**config.mk**
```make
export PLATFORM = sky130hd
export DESIGN_NAME = round_robin_quantum_queue_top
export DESIGN_NICKNAME = d
export VERILOG_FILES = /design/src/hdl/rrqq_pkg.sv /design/src/hdl/rrqq_ram.sv /design/src/hdl/round_robin_quantum_queue_top.sv
export VERILOG_INCLUDE_DIRS = /design/src /design/src/hdl
export SDC_FILE = /design/constraint.sdc
export NUM_CORES = 1
export LEC_CHECK = 0
export BUFFER_PORTS_ARGS = -buffer_cell sky130_fd_sc_hd__buf_4
export CAP_MARGIN = 30
export CORE_UTILIZATION = 53
export CTS_CLUSTER_SIZE = 40
export DETAILED_ROUTE_END_ITERATION = 16
export GPL_TIMING_DRIVEN = 0
export PLACE_DENSITY_LB_ADDON = 0.1
export SYNTH_ARGS = -nofsm -noshare
export SYNTH_HDL_FRONTEND = slang
export SYNTH_HIERARCHICAL = 1
export SYNTH_SLANG_ARGS = --single-unit
```
**constraint.sdc**
```tcl
create_clock -name clk -period 12.9 [get_ports clk]
set_input_delay 1.29 -clock clk [delete_from_list [all_inputs] [get_ports clk]]
set_output_delay 1.29 -clock clk [all_outputs]
set_load 0.005 [all_outputs]
```
**src/hdl/assert_macros.svh**
```systemverilog
// Assertion macros shared by the round-robin quantum queue RTL.
// Expects signals named clk and rst_n in the module that uses them.
`ifndef ASSERT_MACROS_SVH
`define ASSERT_MACROS_SVH

// Checked only while the block is out of reset.
`define RRQQ_ASSERT(lbl, prop, msg) \
  lbl: assert property (@(posedge clk) disable iff (!rst_n) prop) else $error(msg);

// Checked at every edge, reset included.
`define RRQQ_ASSERT_ALWAYS(lbl, prop, msg) \
  lbl: assert property (@(posedge clk) prop) else $error(msg);

`endif

```
**src/hdl/rrqq_pkg.sv**
```systemverilog
// Package for the round-robin quantum queue: request and result types,
// command and status codes, sequencer states. No dependencies.
`default_nettype none
package rrqq_pkg;

  localparam int CAPACITY_DEF = 16;
  localparam logic [15:0] QUANTUM_RST = 16'd5;

  localparam logic [1:0] CMD_JOIN  = 2'd0;
  localparam logic [1:0] CMD_SERVE = 2'd1;
  localparam logic [1:0] CMD_SWAP  = 2'd2;
  localparam logic [1:0] CMD_QUIT  = 2'd3;

  localparam logic [1:0] ST_OK       = 2'd0;
  localparam logic [1:0] ST_EMPTY    = 2'd1;
  localparam logic [1:0] ST_NOTFOUND = 2'd2;
  localparam logic [1:0] ST_FULL     = 2'd3;

  typedef struct packed {
    logic [1:0]  cmd;
    logic [15:0] id;
    logic [15:0] other_id;
    logic [15:0] need_time;
  } in_req_t;

  typedef struct packed {
    logic [1:0]  status;
    logic [15:0] served_id;
    logic [15:0] granted_time;
    logic        requeued;
    logic [15:0] remaining_time;
    logic [4:0]  queue_count;
  } out_res_t;

  typedef struct packed {
    logic [15:0] id;
    logic [15:0] time_left;
  } entry_t;

  typedef enum logic [3:0] {
    S_IDLE,
    S_EXEC,
    S_SERVE,
    S_SCAN,
    S_SWAP_A,
    S_SWAP_B,
    S_SHIFT_RD,
    S_SHIFT_WR,
    S_DONE
  } state_t;

endpackage
`default_nettype wire

```
**src/hdl/rrqq_ram.sv**
```systemverilog
// Entry store of the queue: one write port, one read port with registered data.
// Depends on rrqq_pkg for the entry type.
`default_nettype none
module rrqq_ram #(
  parameter int DEPTH = rrqq_pkg::CAPACITY_DEF,
  parameter int AW    = $clog2(DEPTH)
) (
  input  wire                   clk,
  input  wire                   we,
  input  wire  [AW-1:0]         waddr,
  input  wire rrqq_pkg::entry_t wdata,
  input  wire  [AW-1:0]         raddr,
  output rrqq_pkg::entry_t      rdata
);
  import rrqq_pkg::*;

  entry_t mem [DEPTH];
  entry_t rdata_r;

  always_ff @(posedge clk) begin
    if (we) begin
      mem[waddr] <= wdata;
    end
    rdata_r <= mem[raddr];
  end

  assign rdata = rdata_r;

endmodule
`default_nettype wire

```
**src/hdl/round_robin_quantum_queue_top.sv**
```systemverilog
// Round-robin quantum queue: a sequencer over a circular entry store.
// Join writes at the tail, serve takes the head entry, and swap and quit scan the
// queued entries through the single store read port; quit then shifts later ones.
// One request at a time; a new request is taken while the last result waits.
// Reset is synchronous: queue empty, quantum 5, store contents left undefined.
`default_nettype none
module round_robin_quantum_queue_top #(
  parameter int CAPACITY = rrqq_pkg::CAPACITY_DEF
) (
  input  wire                 clk,
  input  wire                 rst_n,
  input  wire                 in_valid,
  output logic                in_ready,
  input  wire rrqq_pkg::in_req_t in_data,
  output logic                out_valid,
  input  wire                 out_ready,
  output rrqq_pkg::out_res_t  out_data,
  input  wire                 cfg_we,
  input  wire  [15:0]         cfg_wdata
);
  import rrqq_pkg::*;
  `include "assert_macros.svh"

  localparam int AW = $clog2(CAPACITY);
  localparam int CW = $clog2(CAPACITY + 1);

  state_t   state_r, state_nxt;
  in_req_t  req_r;
  out_res_t res_r, res_nxt;
  out_res_t res_out;
  out_res_t out_data_r;
  logic     out_valid_r;
  logic [15:0]   quantum_r;
  logic [CW-1:0] count_r, count_nxt;
  logic [AW-1:0] head_r, head_nxt;
  logic [AW-1:0] scan_ptr_r, scan_ptr_nxt;
  logic [CW-1:0] idx_r, idx_nxt;
  logic          fa_r, fa_nxt, fb_r, fb_nxt;
  logic [AW-1:0] pa_r, pa_nxt, pb_r, pb_nxt;
  logic [CW-1:0] ia_r, ia_nxt;
  entry_t        da_r, da_nxt, db_r, db_nxt;

  logic          we;
  logic [AW-1:0] waddr, raddr;
  entry_t        wdata, rdata;

  logic [CW:0]   tail_sum;
  logic [AW-1:0] tail_addr;
  logic [CW-1:0] last_idx;
  logic [AW-1:0] scan_inc;
  logic          hit_a, hit_b, scan_done, both_found;
  logic [31:0]   count_ext;

  function automatic logic [AW-1:0] wrap_inc(input logic [AW-1:0] p);
    wrap_inc = (p == AW'(CAPACITY - 1)) ? '0 : p + AW'(1);
  endfunction

  rrqq_ram #(.DEPTH(CAPACITY), .AW(AW)) u_ram (
    .clk   (clk),
    .we    (we),
    .waddr (waddr),
    .wdata (wdata),
    .raddr (raddr),
    .rdata (rdata)
  );

  assign tail_sum  = (CW+1)'(head_r) + (CW+1)'(count_r);
  assign tail_addr = (tail_sum >= (CW+1)'(CAPACITY)) ?
                     AW'(tail_sum - (CW+1)'(CAPACITY)) : AW'(tail_sum);
  assign last_idx  = count_r - CW'(1);
  assign scan_inc  = wrap_inc(scan_ptr_r);
  assign count_ext = 32'(count_r);

  assign hit_a      = !fa_r && (rdata.id == req_r.id);
  assign hit_b      = !fb_r && (rdata.id == req_r.other_id) && (req_r.cmd == CMD_SWAP);
  assign both_found = (fa_r || hit_a) && (fb_r || hit_b);
  assign scan_done  = (idx_r == last_idx) ||
                      ((req_r.cmd == CMD_SWAP) ? both_found : (fa_r || hit_a));

  assign in_ready  = (state_r == S_IDLE);
  assign out_valid = out_valid_r;
  assign out_data  = out_data_r;

  always_comb begin
    res_out             = res_r;
    res_out.queue_count = count_ext[4:0];
  end

  always_comb begin
    state_nxt    = state_r;
    res_nxt      = res_r;
    count_nxt    = count_r;
    head_nxt     = head_r;
    scan_ptr_nxt = scan_ptr_r;
    idx_nxt      = idx_r;
    fa_nxt       = fa_r;
    fb_nxt       = fb_r;
    pa_nxt       = pa_r;
    pb_nxt       = pb_r;
    ia_nxt       = ia_r;
    da_nxt       = da_r;
    db_nxt       = db_r;
    we           = 1'b0;
    waddr        = tail_addr;
    wdata        = '{id: req_r.id, time_left: req_r.need_time};
    raddr        = head_r;
    unique case (state_r)
      S_IDLE: begin
        if (in_valid) begin
          state_nxt = S_EXEC;
        end
      end
      S_EXEC: begin
        res_nxt        = '0;
        res_nxt.status = ST_OK;
        scan_ptr_nxt   = head_r;
        idx_nxt        = '0;
        fa_nxt         = 1'b0;
        fb_nxt         = 1'b0;
        if (req_r.cmd == CMD_JOIN) begin
          if (count_r == CW'(CAPACITY)) begin
            res_nxt.status = ST_FULL;
          end else begin
            we        = 1'b1;
            count_nxt = count_r + CW'(1);
          end
          state_nxt = S_DONE;
        end else if (count_r == '0) begin
          res_nxt.status = ST_EMPTY;
          state_nxt      = S_DONE;
        end else if (req_r.cmd == CMD_SERVE) begin
          state_nxt = S_SERVE;
        end else begin
          state_nxt = S_SCAN;
        end
      end
      S_SERVE: begin
        res_nxt.served_id = rdata.id;
        head_nxt          = wrap_inc(head_r);
        if (rdata.time_left <= quantum_r || count_r == CW'(1)) begin
          res_nxt.granted_time = rdata.time_left;
          count_nxt            = count_r - CW'(1);
        end else begin
          res_nxt.granted_time   = quantum_r;
          res_nxt.requeued       = 1'b1;
          res_nxt.remaining_time = rdata.time_left - quantum_r;
          we    = 1'b1;
          wdata = '{id: rdata.id, time_left: rdata.time_left - quantum_r};
        end
        state_nxt = S_DONE;
      end
      S_SCAN: begin
        raddr = scan_inc;
        if (hit_a) begin
          fa_nxt = 1'b1;
          pa_nxt = scan_ptr_r;
          ia_nxt = idx_r;
          da_nxt = rdata;
        end
        if (hit_b) begin
          fb_nxt = 1'b1;
          pb_nxt = scan_ptr_r;
          db_nxt = rdata;
        end
        if (!scan_done) begin
          scan_ptr_nxt = scan_inc;
          idx_nxt      = idx_r + CW'(1);
        end else if (req_r.cmd == CMD_SWAP) begin
          if (both_found) begin
            state_nxt = S_SWAP_A;
          end else begin
            res_nxt.status = ST_NOTFOUND;
            state_nxt      = S_DONE;
          end
        end else if (fa_r || hit_a) begin
          scan_ptr_nxt = hit_a ? scan_ptr_r : pa_r;
          idx_nxt      = hit_a ? idx_r : ia_r;
          if ((hit_a ? idx_r : ia_r) == last_idx) begin
            count_nxt = count_r - CW'(1);
            state_nxt = S_DONE;
          end else begin
            state_nxt = S_SHIFT_RD;
          end
        end else begin
          res_nxt.status = ST_NOTFOUND;
          state_nxt      = S_DONE;
        end
      end
      S_SWAP_A: begin
        we        = 1'b1;
        waddr     = pa_r;
        wdata     = db_r;
        state_nxt = S_SWAP_B;
      end
      S_SWAP_B: begin
        we        = 1'b1;
        waddr     = pb_r;
        wdata     = da_r;
        state_nxt = S_DONE;
      end
      S_SHIFT_RD: begin
        raddr     = scan_inc;
        state_nxt = S_SHIFT_WR;
      end
      S_SHIFT_WR: begin
        we           = 1'b1;
        waddr        = scan_ptr_r;
        wdata        = rdata;
        scan_ptr_nxt = scan_inc;
        idx_nxt      = idx_r + CW'(1);
        if (idx_r + CW'(1) == last_idx) begin
          count_nxt = count_r - CW'(1);
          state_nxt = S_DONE;
        end else begin
          state_nxt = S_SHIFT_RD;
        end
      end
      S_DONE: begin
        if (!out_valid_r || out_ready) begin
          state_nxt = S_IDLE;
        end
      end
      default: begin
        state_nxt = S_IDLE;
      end
    endcase
  end

  always_ff @(posedge clk) begin
    if (!rst_n) begin
      state_r     <= S_IDLE;
      count_r     <= '0;
      head_r      <= '0;
      out_valid_r <= 1'b0;
      quantum_r   <= QUANTUM_RST;
    end else begin
      state_r <= state_nxt;
      count_r <= count_nxt;
      head_r  <= head_nxt;
      if (cfg_we) begin
        quantum_r <= cfg_wdata;
      end
      if (state_r == S_DONE && (!out_valid_r || out_ready)) begin
        out_valid_r <= 1'b1;
      end else if (out_ready) begin
        out_valid_r <= 1'b0;
      end
    end
  end

  always_ff @(posedge clk) begin
    if (in_valid && in_ready) begin
      req_r <= in_data;
    end
    if (state_r == S_DONE && (!out_valid_r || out_ready)) begin
      out_data_r <= res_out;
    end
    res_r      <= res_nxt;
    scan_ptr_r <= scan_ptr_nxt;
    idx_r      <= idx_nxt;
    fa_r       <= fa_nxt;
    fb_r       <= fb_nxt;
    pa_r       <= pa_nxt;
    pb_r       <= pb_nxt;
    ia_r       <= ia_nxt;
    da_r       <= da_nxt;
    db_r       <= db_nxt;
  end

  `RRQQ_ASSERT(a_count_bound, count_r <= CW'(CAPACITY), "queue count above capacity")
  `RRQQ_ASSERT(a_head_bound, head_r <= AW'(CAPACITY - 1), "head pointer out of range")
  `RRQQ_ASSERT(a_accept_exec, (in_valid && in_ready) |=> (state_r == S_EXEC), "request not executed")
  `RRQQ_ASSERT(a_idle_count, (state_r == S_IDLE) |=> (count_r == $past(count_r)), "count moved while idle")
  `RRQQ_ASSERT_ALWAYS(a_reset, !rst_n |=> (state_r == S_IDLE && count_r == '0 && !out_valid_r), "reset state wrong")

endmodule
`default_nettype wire
```
==> results of run 1 <==
placed cells by master, fill, tap and decap left out, types with 12 or more instances in the layout:
| master | count |
|---|---|
| buf_1 | 13 |
| clkinv_1 | 21 |
| o21ai_0 | 30 |
| nor2_4 | 14 |
| o22a_1 | 30 |
| a21oi_1 | 65 |
| mux4_2 | 128 |
| dfxtp_1 | 62 |
| nand3_1 | 48 |
| a22oi_1 | 96 |
| buf_2 | 16 |
| buf_4 | 138 |
| inv_1 | 54 |
| edfxtp_1 | 757 |
| nand2_1 | 102 |
| xnor2_1 | 27 |
| nor2_1 | 84 |
| ha_1 | 26 |
| xor2_1 | 36 |
| mux2i_1 | 38 |
| nor2b_1 | 25 |
| clkinv_2 | 21 |
| clkbuf_16 | 85 |
| nand2b_1 | 15 |
| nor3_1 | 12 |
| clkbuf_1 | 64 |
| buf_12 | 12 |
| buf_6 | 13 |
| o21a_1 | 31 |
cell families after synthesis:
family          synth area share [%]
mux                             10.3
xor+xnor                        1.74
flops                           73.3
simple gates                    5.25
fa+ha+maj                       1.12
compound gates                  6.49
buf+inv                         1.88
flip-flops by register name, summed over array words and instances, names as in the netlist, 16 cells and up:
name and cells:
req_r 50, da_r 32, out_data 56, u_ram/mem 512
db_r 32, u_ram/rdata 32, res_out 51, quantum_r 16
how the worst min path moves through the flow:
stage / startpoint / endpoint / slack [ns] / cells past startpoint
after CTS: res_out[14]$_SDFFCE_PN0P_ / out_data[14]$_DFFE_PP_ / 0.42 / 0
final: res_out[18]$_SDFFCE_PN0P_ / out_data[18]$_DFFE_PP_ / 0.42 / 0
after global placement: res_out[25]$_SDFFCE_PN0P_ / out_data[25]$_DFFE_PP_ / 0.40 / 0
after detailed placement: res_out[14]$_SDFFCE_PN0P_ / out_data[14]$_DFFE_PP_ / 0.40 / 0
after floorplan: res_out[10]$_SDFFCE_PN0P_ / out_data[10]$_DFFE_PP_ / 0.40 / 0
after global routing: res_out[54]$_SDFFCE_PP0P_ / out_data[54]$_DFFE_PP_ / 0.42 / 0
stage by stage:
step | instance area [µm²] | std cells | hold WS, ns | utilization, % | power [W]
3_5_place_dp | 35300 | 2836 | 0.405 | 58.2 | 0.00334
3_3_place_gp | 34600 | 2802 | 0.402 | 57.1 | 0.00332
5_1_grt | 38000 | 2992 | 0.423 | 62.7 | 0.00582
2_1_floorplan | 32700 | 1893 | 0.400 | - | 0.00321
4_1_cts | 38000 | 2992 | 0.418 | 62.7 | 0.00569
6_report | 38100 | 2994 | 0.416 | 62.7 | 0.00565
layer usage:
layer / track usage [%] / wire, µm / share of wire [%] / up-vias
li1: - / - / - / 7978
met1: 35.9 / 33200 / 43 / 9193
met2: 40.7 / 37100 / 48 / 704
met3: 4.52 / 5620 / 7.2 / 128
met4: 7.15 / 1850 / 2.4 / 0
met5: 0 / 0 / 0 / -
worst max-delay path, delay by kind of cell, from the launching register on:
family | cells | cell delay, ns
adder cells (fa/ha/maj) | 2 | 0.63
AO/OA/AOI/OAI | 5 | 1.61
flip-flops | 1 | 0.40
AND/OR/NAND/NOR | 5 | 2.10
buffers and inverters | 3 | 0.53
power groups by stage:
stage	clock network (W)	registers, W	logic, W
after global placement	0	0.00307	0.000255
after detailed placement	0	0.00306	0.000273
after global routing	0.00251	0.00301	0.000298
after CTS	0.00241	0.00301	0.000274
final	0.00237	0.00301	0.000274
after floorplan	0	0.00305	0.000161
cell type report:
| type | instances | share of cell area [%] |
|---|---|---|
| multi-input combinational | 925 | 21.7 |
| tap | 782 | 2.57 |
| sequential | 819 | 63.0 |
| antenna | 2 | 0.0132 |
| timing repair buffer | 161 | 4.00 |
| inverter | 55 | 0.543 |
| clock inverter | 60 | 1.34 |
| buffer | 94 | 1.08 |
| clock buffer | 96 | 5.78 |
==> summary.md, run 1 <==
| Metric | Value |
|---|---|
| Setup TNS | 0 ns |
| Clock share of power | 41.9% |
| RSZ-0062 raised after global routing | no |
| Synth top area cells | edfxtp_1 69%, mux4_2 8.8%, dfxtp_1 3.8% |
| Synth top cells by count | 757 x edfxtp_1, 128 x mux4_2, 102 x nand2_1 |
| Max Buffers Root-to-Sink | 3 |
| Rows | 90 |
| Slew Limit Headroom | 31.4% |
| Post-DRT Antenna Nets | 0 |
| Sequential share of the synthesized area | around three quarters |
| P_int | 0.00444 W |
| Sw frac | around 21% |
| Chip height | between 200 and 300 µm |
| Part of the cycle the worst path needs | 43.2% |
| Post-DP HPWL | between 50,000 and 60,000 µm |
| Yosys top cell by area | edfxtp_1 |
| Synth unique cells | 66 |
| LEAKAGE | between 10 and 15 nW |
| Post-synth EDFFs | 757 |
| R2R depth | 15 |
| Post-cts sizing count | 0 |
| First DRT Iteration DRCs | 1,727 |
| Reg area | roughly 24,000 µm² |
| CTS tree | yes |
| Setup CP Type | reg -> reg |
| # fillers | 4,363 |
| Clock sinks | 819 |
| Clock Root Buffer | clkbuf_16 |
| Worst setup SP type | flop |
| Max VDD drop | 0.000116 V |
| CP required | 13.24 ns |
| Post-Syn Instances | approximately 1,900 |
| Clk_skew | 0.0249 ns |
| Input/output buffers | about 130 |
| Fin. max-slew vios | 0 |
| Num CTS Buffers | 83 |
| HP Class | reg -> reg |
| FF-to-FF setup slack | 7.32 ns |
| CP endpoint kind | flop |
| Syn avg cell area | ~17 µm² |
| Initial core utilization | 53.9% |
| Post-DR vias/cell | ~6 |
| Seq pwr share | 53.2% |
| Switching pwr | 0.00121 W |
| R2R Path Start | u_ram/rdata[0]$_DFF_P_ |
| Vias in the first global route | about 18,000 |
| Hold buffers post-CTS | 0 |
| First-pass GRT wire length | between 100,000 and 150,000 µm |
| GP Congestion | 0.878 |
| DR DRC count | 0 |
| Status | complete, no violations |
| Crit-path max FO | 9 |
| Critical Path Start | u_ram/rdata[0]$_DFF_P_ |
| Final setup margin | between 7 and 8 ns |
| Critical path's largest stage delay | 0.76 ns |
| Vias | 18,000 |
| YS warnings | 6 |
| Synth Cell Area | 32,700 µm² |
| Crit-path cells | inv_1 -> ha_1 -> fa_1 -> nand2b_1 -> a21oi_1 -> o2111a_1 -> o2111a_1 -> o31ai_1 -> a221oi_1 -> nand2_1 -> nand3_1 -> or3b_2 -> nor3_2 -> buf_6 -> buf_6 |
| DP Worst Slack | 7.29 ns |
| Fmax | 179 MHz |
| Max-cap violations | 0 |
| DR WL/cell | approximately 26 µm |
| Layout cells sized above 1 | 21.9% |
| CTS H-tree lvls | 3 |
| Final WL | between 70,000 and 80,000 µm |
| Layout area overhead | 16.3% |
| Die width | 250 µm |
| Crit path time final | 5.58 ns |
| Critical Path AT | 5.92 ns |
| CORE AREA | between 60,000 and 70,000 µm² |
| Clock latency on the worst-skew pair | 0.64 ns |
| GRT Util Overall | 25.3% |
| Initial antenna violation count | 3 |
| Synthesized net count | 1,992 |
| Actual slew at the worst max-slew pin | between 1 and 1.5 ns |
| Largest net degree at the start of global routing | 37 |
| Worst setup path endpoint | u_ram/mem[0][9]$_DFFE_PP_ |
| CP max-delay cell | nor3_2 |
| Post-synthesis register bit count | 819 |
| Setup violators final | 0 |
| Most common cell in the netlist | edfxtp_1 |
| R2r endpoint | u_ram/mem[0][9]$_DFFE_PP_ |
| Reg clk slew, reported paths | 0.06 ns |
| Top Ports | 129 |
| Nets@finish | 2,238 |
| Global route total overflow | 0 |
| Async SR Flop Fraction | 0% |
| Post-CTS setup buffer count | 0 |
| Drt pass-1 iters | 6 |
| Top_reg_cell synth | edfxtp_1 |
| DIE AREA | roughly 63,000 µm² |
| Gate power share | under 10% |
| Total power divided by cell area | 149 nW/µm² |
| Top-area cell type share of the netlist area | 69.5% |
| Multi-input combinational cell area | 8250 µm² |
| Final Hold Fails | 0 |
No activity file was read; power rests on OpenSTA's default activity.
==> run 2, diff against run 1 <==
==> constraint.sdc (replaced) <==
create_clock -name clk -period 5.4 [get_ports clk]
set_input_delay 0.54 -clock clk [delete_from_list [all_inputs] [get_ports clk]]
set_output_delay 0.54 -clock clk [all_outputs]
set_load 0.005 [all_outputs]
==> run 2 against run 1 <==
Compared with the run above: hold slack worse by 0.33 ns; maximum frequency rose by 5.1%; global-route usage decreased by 0.31 points; first-iteration DRC count decreased by 14%; sequential power up 140%; largest power group unchanged; cell count decreased by 0.23%.
==> summary.md, run 2 (synthesized netlist as in run 1, its figures left out) <==
| Metric | Value |
|---|---|
| Actual slew at the worst max-slew pin | ~0.94 ns |
| Top cell by count, worst path | o2111a_1 |
| Top Ports | ~130 |
| Final WL | 77,300 µm |
| Setup violators final | 0 |
| P_int | approximately 0.011 W |
| CTS H-tree lvls | 3 |
| Max Buffers Root-to-Sink | 3 |
| Crit-path max FO | 15 |
| Vias in the first global route | 17,800 |
| Part of the cycle the worst path needs | 98.3% |
| Slew Limit Headroom | around 37% |
| CP Buf/Inv Count | 2 |
| HP Class | in -> reg |
| Critical path's largest stage delay | 0.69 ns |
| Global route total overflow | 0 |
| DR DRC count | 0 |
| CORE AREA | approximately 61,000 µm² |
| Layout cells sized above 1 | a little over a fifth |
| Most frequent cells in the layout | 757 x edfxtp_1, 139 x buf_4, 128 x mux4_2 |
| Gate power share | 4.9% |
| Final Core Density | 62.8% |
| Vias | roughly 18,000 |
| Crit path time final | roughly 5.3 ns |
| Initial antenna violation count | 1 |
| Clk_skew | just under 0.02 ns |
| CP required | 5.73 ns |
| Clock latency on the worst-skew pair | 0.63 ns |
| Hold buffers post-CTS | 0 |
| Final Hold Fails | 0 |
| CTS tree | yes |
| Worst hold stages | 1 |
| Total power divided by cell area | 355 nW/µm² |
| R2R depth | 14 |
| Fmax | 188 MHz |
| Post-DRT Antenna Nets | 0 |
| Tot Pwr | around 0.014 W |
| Clock Root Buffer | clkbuf_16 |
| Ant diodes | 0 |
| DP Worst Slack | 0.0282 ns |
| RSZ-0062 raised after global routing | no |
| Setup CP Type | reg -> reg |
| DR WL/cell | 25.9 µm |
| GRT Util Overall | 25.0% |
| LEAKAGE | between 10 and 15 nW |
| Crit. path cell count | 14 |
| Post-DR vias/cell | around 6.0 |
| Clock share of power | 42.0% |
| Initial core utilization | 53.9% |
| First DRT Iteration DRCs | 1,492 |
| Rows | 90 |
| Post-CTS setup buffer count | 0 |
| CP max-delay cell | a221oi_1 |
| Final setup margin | 0.0939 ns |
| Num CTS Buffers | 83 |
| Critical Path AT | 5.64 ns |
| Setup TNS | 0 ns |
| Max-cap violations | 0 |
| Post-DP HPWL | between 50,000 and 60,000 µm |
| Largest Register | u_ram/mem |
| Chip height | 250 µm |
| Most common cell after layout, fill and taps aside | edfxtp_1 |
| Die width | 250 µm |
| Clock sinks | 819 |
| Fin. max-slew vios | 0 |
| Non-filler cells, final | 2,987 |
| Sw frac | around a fifth |
| Status | complete, no violations |
| Nets@finish | 2,238 |
| Crit-path cells | inv_1 -> ha_1 -> fa_1 -> nand2b_1 -> a21oi_1 -> o2111a_1 -> o2111a_1 -> o31ai_1 -> a221oi_1 -> nand2_1 -> nand3_1 -> or3b_2 -> nor3_4 -> buf_16 |
| Placed cell count | 2,835 |
| Reg clk slew, reported paths | 0.06 ns |
| Switching pwr | 0.00288 W |
| GP Congestion | 0.883 |
| First-pass GRT wire length | approximately 110,000 µm |
| DIE AREA | 62,700 µm² |
| Worst setup SP type | flop |
| Layout area overhead | 16.5% |
| Worst path top cell family by delay | simple AND/OR/NAND/NOR gates |
| CP endpoint kind | flop |
| Seq pwr share | between 50% and 60% |
| Largest net degree at the start of global routing | 38 |
| Drt pass-1 iters | 5 |
| Max VDD drop | 0.000243 V |
| Input/output buffers | 127 |
| Number of flip-flops under the largest register name | 512 |
run 2: cell types whose count changed in the layout (fill, tap and decap cells not counted), moves of 2 or more:
cell	change
clkinv_1	-10
buf_16	+2
buf_8	-2
clkinvlp_4	+5
nor3_4	+2
diode_2	-2
clkbuf_8	+2
clkinv_2	-5
nor3_2	-2
clkbuf_1	+6
inv_6	-2
run 2: worst reg2reg max path, stage by stage, from the launching register on:
cell and delay (ns):
dfxtp_1 0.40, inv_1 0.09, ha_1 0.22, fa_1 0.42
nand2b_1 0.18, a21oi_1 0.28, o2111a_1 0.30, o2111a_1 0.22
o31ai_1 0.09, a221oi_1 0.69, nand2_1 0.26, nand3_1 0.31
or3b_2 0.63, nor3_4 0.65, buf_16 0.24
run 2: stage by stage:
stage               instance area [µm²]  hold slack [ns]
CTS                               38100           0.0624
floorplan                         32700            0.400
finish                            38100           0.0901
detailed placement                35400            0.405
global placement                  34700            0.401
global route                      38100           0.0630
run 2: area by class of cell:
| class | count | area [µm²] |
|---|---|---|
| plain buffers | 94 | 409 |
| flip-flops and latches | 819 | 24000 |
| inverters | 55 | 206 |
| clock buffers | 103 | 2220 |
| clock inverters | 48 | 492 |
| multi-input cells | 925 | 8270 |
| fillers | 4273 | 22600 |
| well taps | 782 | 978 |
| repair buffers | 161 | 1550 |
run 2: metal layers:
layer	global-route usage [%]	vias to the layer above	share of wire [%]
li1	-	7981	-
met1	35.8	9108	43
met2	40.1	692	48
met3	4.55	97	7.2
met4	6.31	0	2.1
met5	0	-	0
run 2: power by group through the flow:
stage          logic [W]  clock network (W)  registers (W)
2_1_floorplan   0.000386                  0        0.00729
3_3_place_gp    0.000612                  0        0.00733
3_5_place_dp    0.000657                  0        0.00732
4_1_cts         0.000660            0.00579        0.00719
5_1_grt         0.000714            0.00602        0.00720
6_report        0.000661            0.00569        0.00719
run 2: worst paths after layout:
check                                                from                         to  slack [ns]
worst min-delay path                          in_data[42]        req_r[42]$_DFFE_PP_        0.09
worst max-delay path               u_ram/rdata[0]$_DFF_P_  u_ram/mem[0][7]$_DFFE_PP_        0.09
worst max register to register     u_ram/rdata[0]$_DFF_P_  u_ram/mem[0][7]$_DFFE_PP_        0.09
worst min register to register  res_out[12]$_SDFFCE_PN0P_     out_data[12]$_DFFE_PP_        0.42
run 2: timing repair:
item / CTS / global route
hold endpoints to repair: 0 / 0
resized for setup: 1 / 0
setup endpoints to repair: 5 / 0
==> run 3, diff against run 2 <==
--- a/config.mk
+++ b/config.mk
@@ -9,6 +9,7 @@
 export BUFFER_PORTS_ARGS = -buffer_cell sky130_fd_sc_hd__buf_4
 export CAP_MARGIN = 30
 export CORE_UTILIZATION = 53
+export CTS_BUF_LIST = sky130_fd_sc_hd__clkbuf_8 sky130_fd_sc_hd__clkbuf_16
 export CTS_CLUSTER_SIZE = 40
 export DETAILED_ROUTE_END_ITERATION = 16
 export GPL_TIMING_DRIVEN = 0
==> run 3 against run 2 <==
Compared with the run above: first-iteration DRC count rose by 0.27%; global-route usage is the same; via count increased by 0.30%; critical path depth is the same; clock skew is 0.00095 ns lower; count of clock-buffer cells in the layout shrank 14; non-clock buffer count unchanged; register-to-register slack improved by 0.02 ns; critical endpoint unchanged; largest cell class unchanged; largest power group unchanged.
==> summary.md, run 3 (synthesized netlist as in run 1, its figures left out) <==
| Metric | Value |
|---|---|
| Max-cap violations | 0 |
| Critical Path AT | 5.62 ns |
| Max Buffers Root-to-Sink | 3 |
| Rows | 90 |
| Vias in the first global route | between 15,000 and 20,000 |
| Clock Root Buffer | clkbuf_16 |
| Number of flip-flops under the largest register name | 512 |
| Largest net degree at the start of global routing | 38 |
| Post-DRT Antenna Nets | 0 |
| Num CTS Buffers | 83 |
| Total power divided by cell area | 355 nW/µm² |
| Tot Pwr | approximately 0.014 W |
| Post-DP HPWL | 53,200 µm |
| Finished layout cell area | around 38,000 µm² |
| GP Congestion | 0.883 |
| Final Hold Fails | 0 |
| Fin. max-slew vios | 0 |
| Placed Area | 35,400 µm² |
| Fmax | roughly 190 MHz |
| Slew Limit Headroom | 39.7% |
| Sw frac | 21.3% |
| Worst setup SP type | flop |
| P_int | 0.0106 W |
| LEAKAGE | 12.6 nW |
| Top Ports | 129 |
| Clock latency on the worst-skew pair | ~0.63 ns |
| Post-DR vias/cell | 6.00 |
| Ant diodes | 0 |
| Crit-path cells | inv_1 -> ha_1 -> fa_1 -> nand2b_1 -> a21oi_1 -> o2111a_1 -> o2111a_1 -> o31ai_1 -> a221oi_1 -> nand2_1 -> nand3_1 -> or3b_2 -> nor3_4 -> buf_16 |
| CP max-delay cell | a221oi_1 |
| GRT Util Overall | about 25% |
| Actual slew at the worst max-slew pin | between 0.9 and 1 ns |
| RSZ-0062 raised after global routing | no |
| Die width | 250 µm |
| Largest Register | u_ram/mem |
| CP required | 5.73 ns |
| Drt pass-1 iters | 5 |
| Input/output buffers | 127 |
| Initial antenna violation count | 1 |
| Clk_skew | 0.0188 ns |
| Post-CTS setup buffer count | 0 |
| Part of the cycle the worst path needs | 97.9% |
| Setup violators final | 0 |
| CORE AREA | approximately 60,000 µm² |
| CP Buf/Inv Count | 2 |
| Switching pwr | 0.00288 W |
| Layout area overhead | 16.5% |
| First-pass GRT wire length | between 100,000 and 150,000 µm |
| Setup CP Type | reg -> reg |
| Status | complete, no violations |
| Layout cells sized above 1 | 21.9% |
| Final Core Density | around 63% |
| HP Class | in -> reg |
| Gate power share | under 10% |
| Initial core utilization | between 50% and 60% |
| CTS tree | yes |
| DR DRC count | 0 |
| DP Worst Slack | 0.0282 ns |
| Final WL | about 77,000 µm |
| Setup TNS | 0 ns |
| Top cell by count, worst path | o2111a_1 |
| Worst path top cell family by delay | simple AND/OR/NAND/NOR gates |
| Crit-path max FO | 15 |
| Critical path's largest stage delay | 0.66 ns |
| CP endpoint kind | flop |
| Vias | 17,900 |
| Reg clk slew, reported paths | 0.06 ns |
| Seq pwr share | 53.2% |
| Clock share of power | 41.9% |
| Crit path time final | ~5.3 ns |
| DIE AREA | between 60,000 and 70,000 µm² |
| Final setup margin | approximately 0.11 ns |
| Chip height | 250 µm |
| Max VDD drop | 0.000243 V |
| DR WL/cell | 25.9 µm |
| Nets@finish | 2,238 |
| Global route total overflow | 0 |
| Most frequent cells in the layout | 757 x edfxtp_1, 139 x buf_4, 128 x mux4_2 |
| Clock sinks | 819 |
| First DRT Iteration DRCs | 1,496 |
| Most common cell after layout, fill and taps aside | edfxtp_1 |
| CTS H-tree lvls | 3 |
-- run 3: worst paths after layout --
check | slack, ns | end | cells after the start | startpoint
worst max-delay path | 0.11 | u_ram/mem[0][7]$_DFFE_PP_ | 14 | u_ram/rdata[0]$_DFF_P_
worst min-delay path | 0.09 | req_r[42]$_DFFE_PP_ | 1 | in_data[42]
worst max register to register | 0.11 | u_ram/mem[0][7]$_DFFE_PP_ | 14 | u_ram/rdata[0]$_DFF_P_
worst min register to register | 0.42 | out_data[12]$_DFFE_PP_ | 0 | res_out[12]$_SDFFCE_PN0P_
-- run 3: per-stage QoR --
step | cells | hold WS (ns)
detailed placement | 2835 | 0.405
finish | 2987 | 0.0924
CTS | 2986 | 0.0624
floorplan | 1893 | 0.400
global placement | 2802 | 0.401
global route | 2987 | 0.0626
-- run 3: timing repair --
action                     CTS  global route
hold buffers                 0             0
resized for setup            1             0
setup endpoints to repair    5             0
-- run 3: final cells by class --
type                    instances  area (µm²)
plain buffers                  94         409
clock buffers                  89        2170
clock inverters                62         544
fillers                      4273       22600
inverters                      55         206
multi-input cells             925        8270
flip-flops and latches        819       24000
well taps                     782         978
repair buffers                161        1550
-- run 3: power groups by stage --
stage	clock (W)	sequential (W)	combinational, W
after detailed placement	0	0.00732	0.000657
final	0.00567	0.00719	0.000661
after CTS	0.00576	0.00719	0.000660
after global placement	0	0.00733	0.000612
after floorplan	0	0.00729	0.000386
after global routing	0.00600	0.00720	0.000714
-- run 3: layer usage --
layer | up-vias | part of all wire [%] | global-route usage (%)
li1 | 7978 | - | -
met1 | 9136 | 43 | 35.8
met2 | 713 | 48 | 40.1
met3 | 105 | 7.1 | 4.55
met4 | 0 | 2.1 | 6.31
met5 | - | 0 | 0
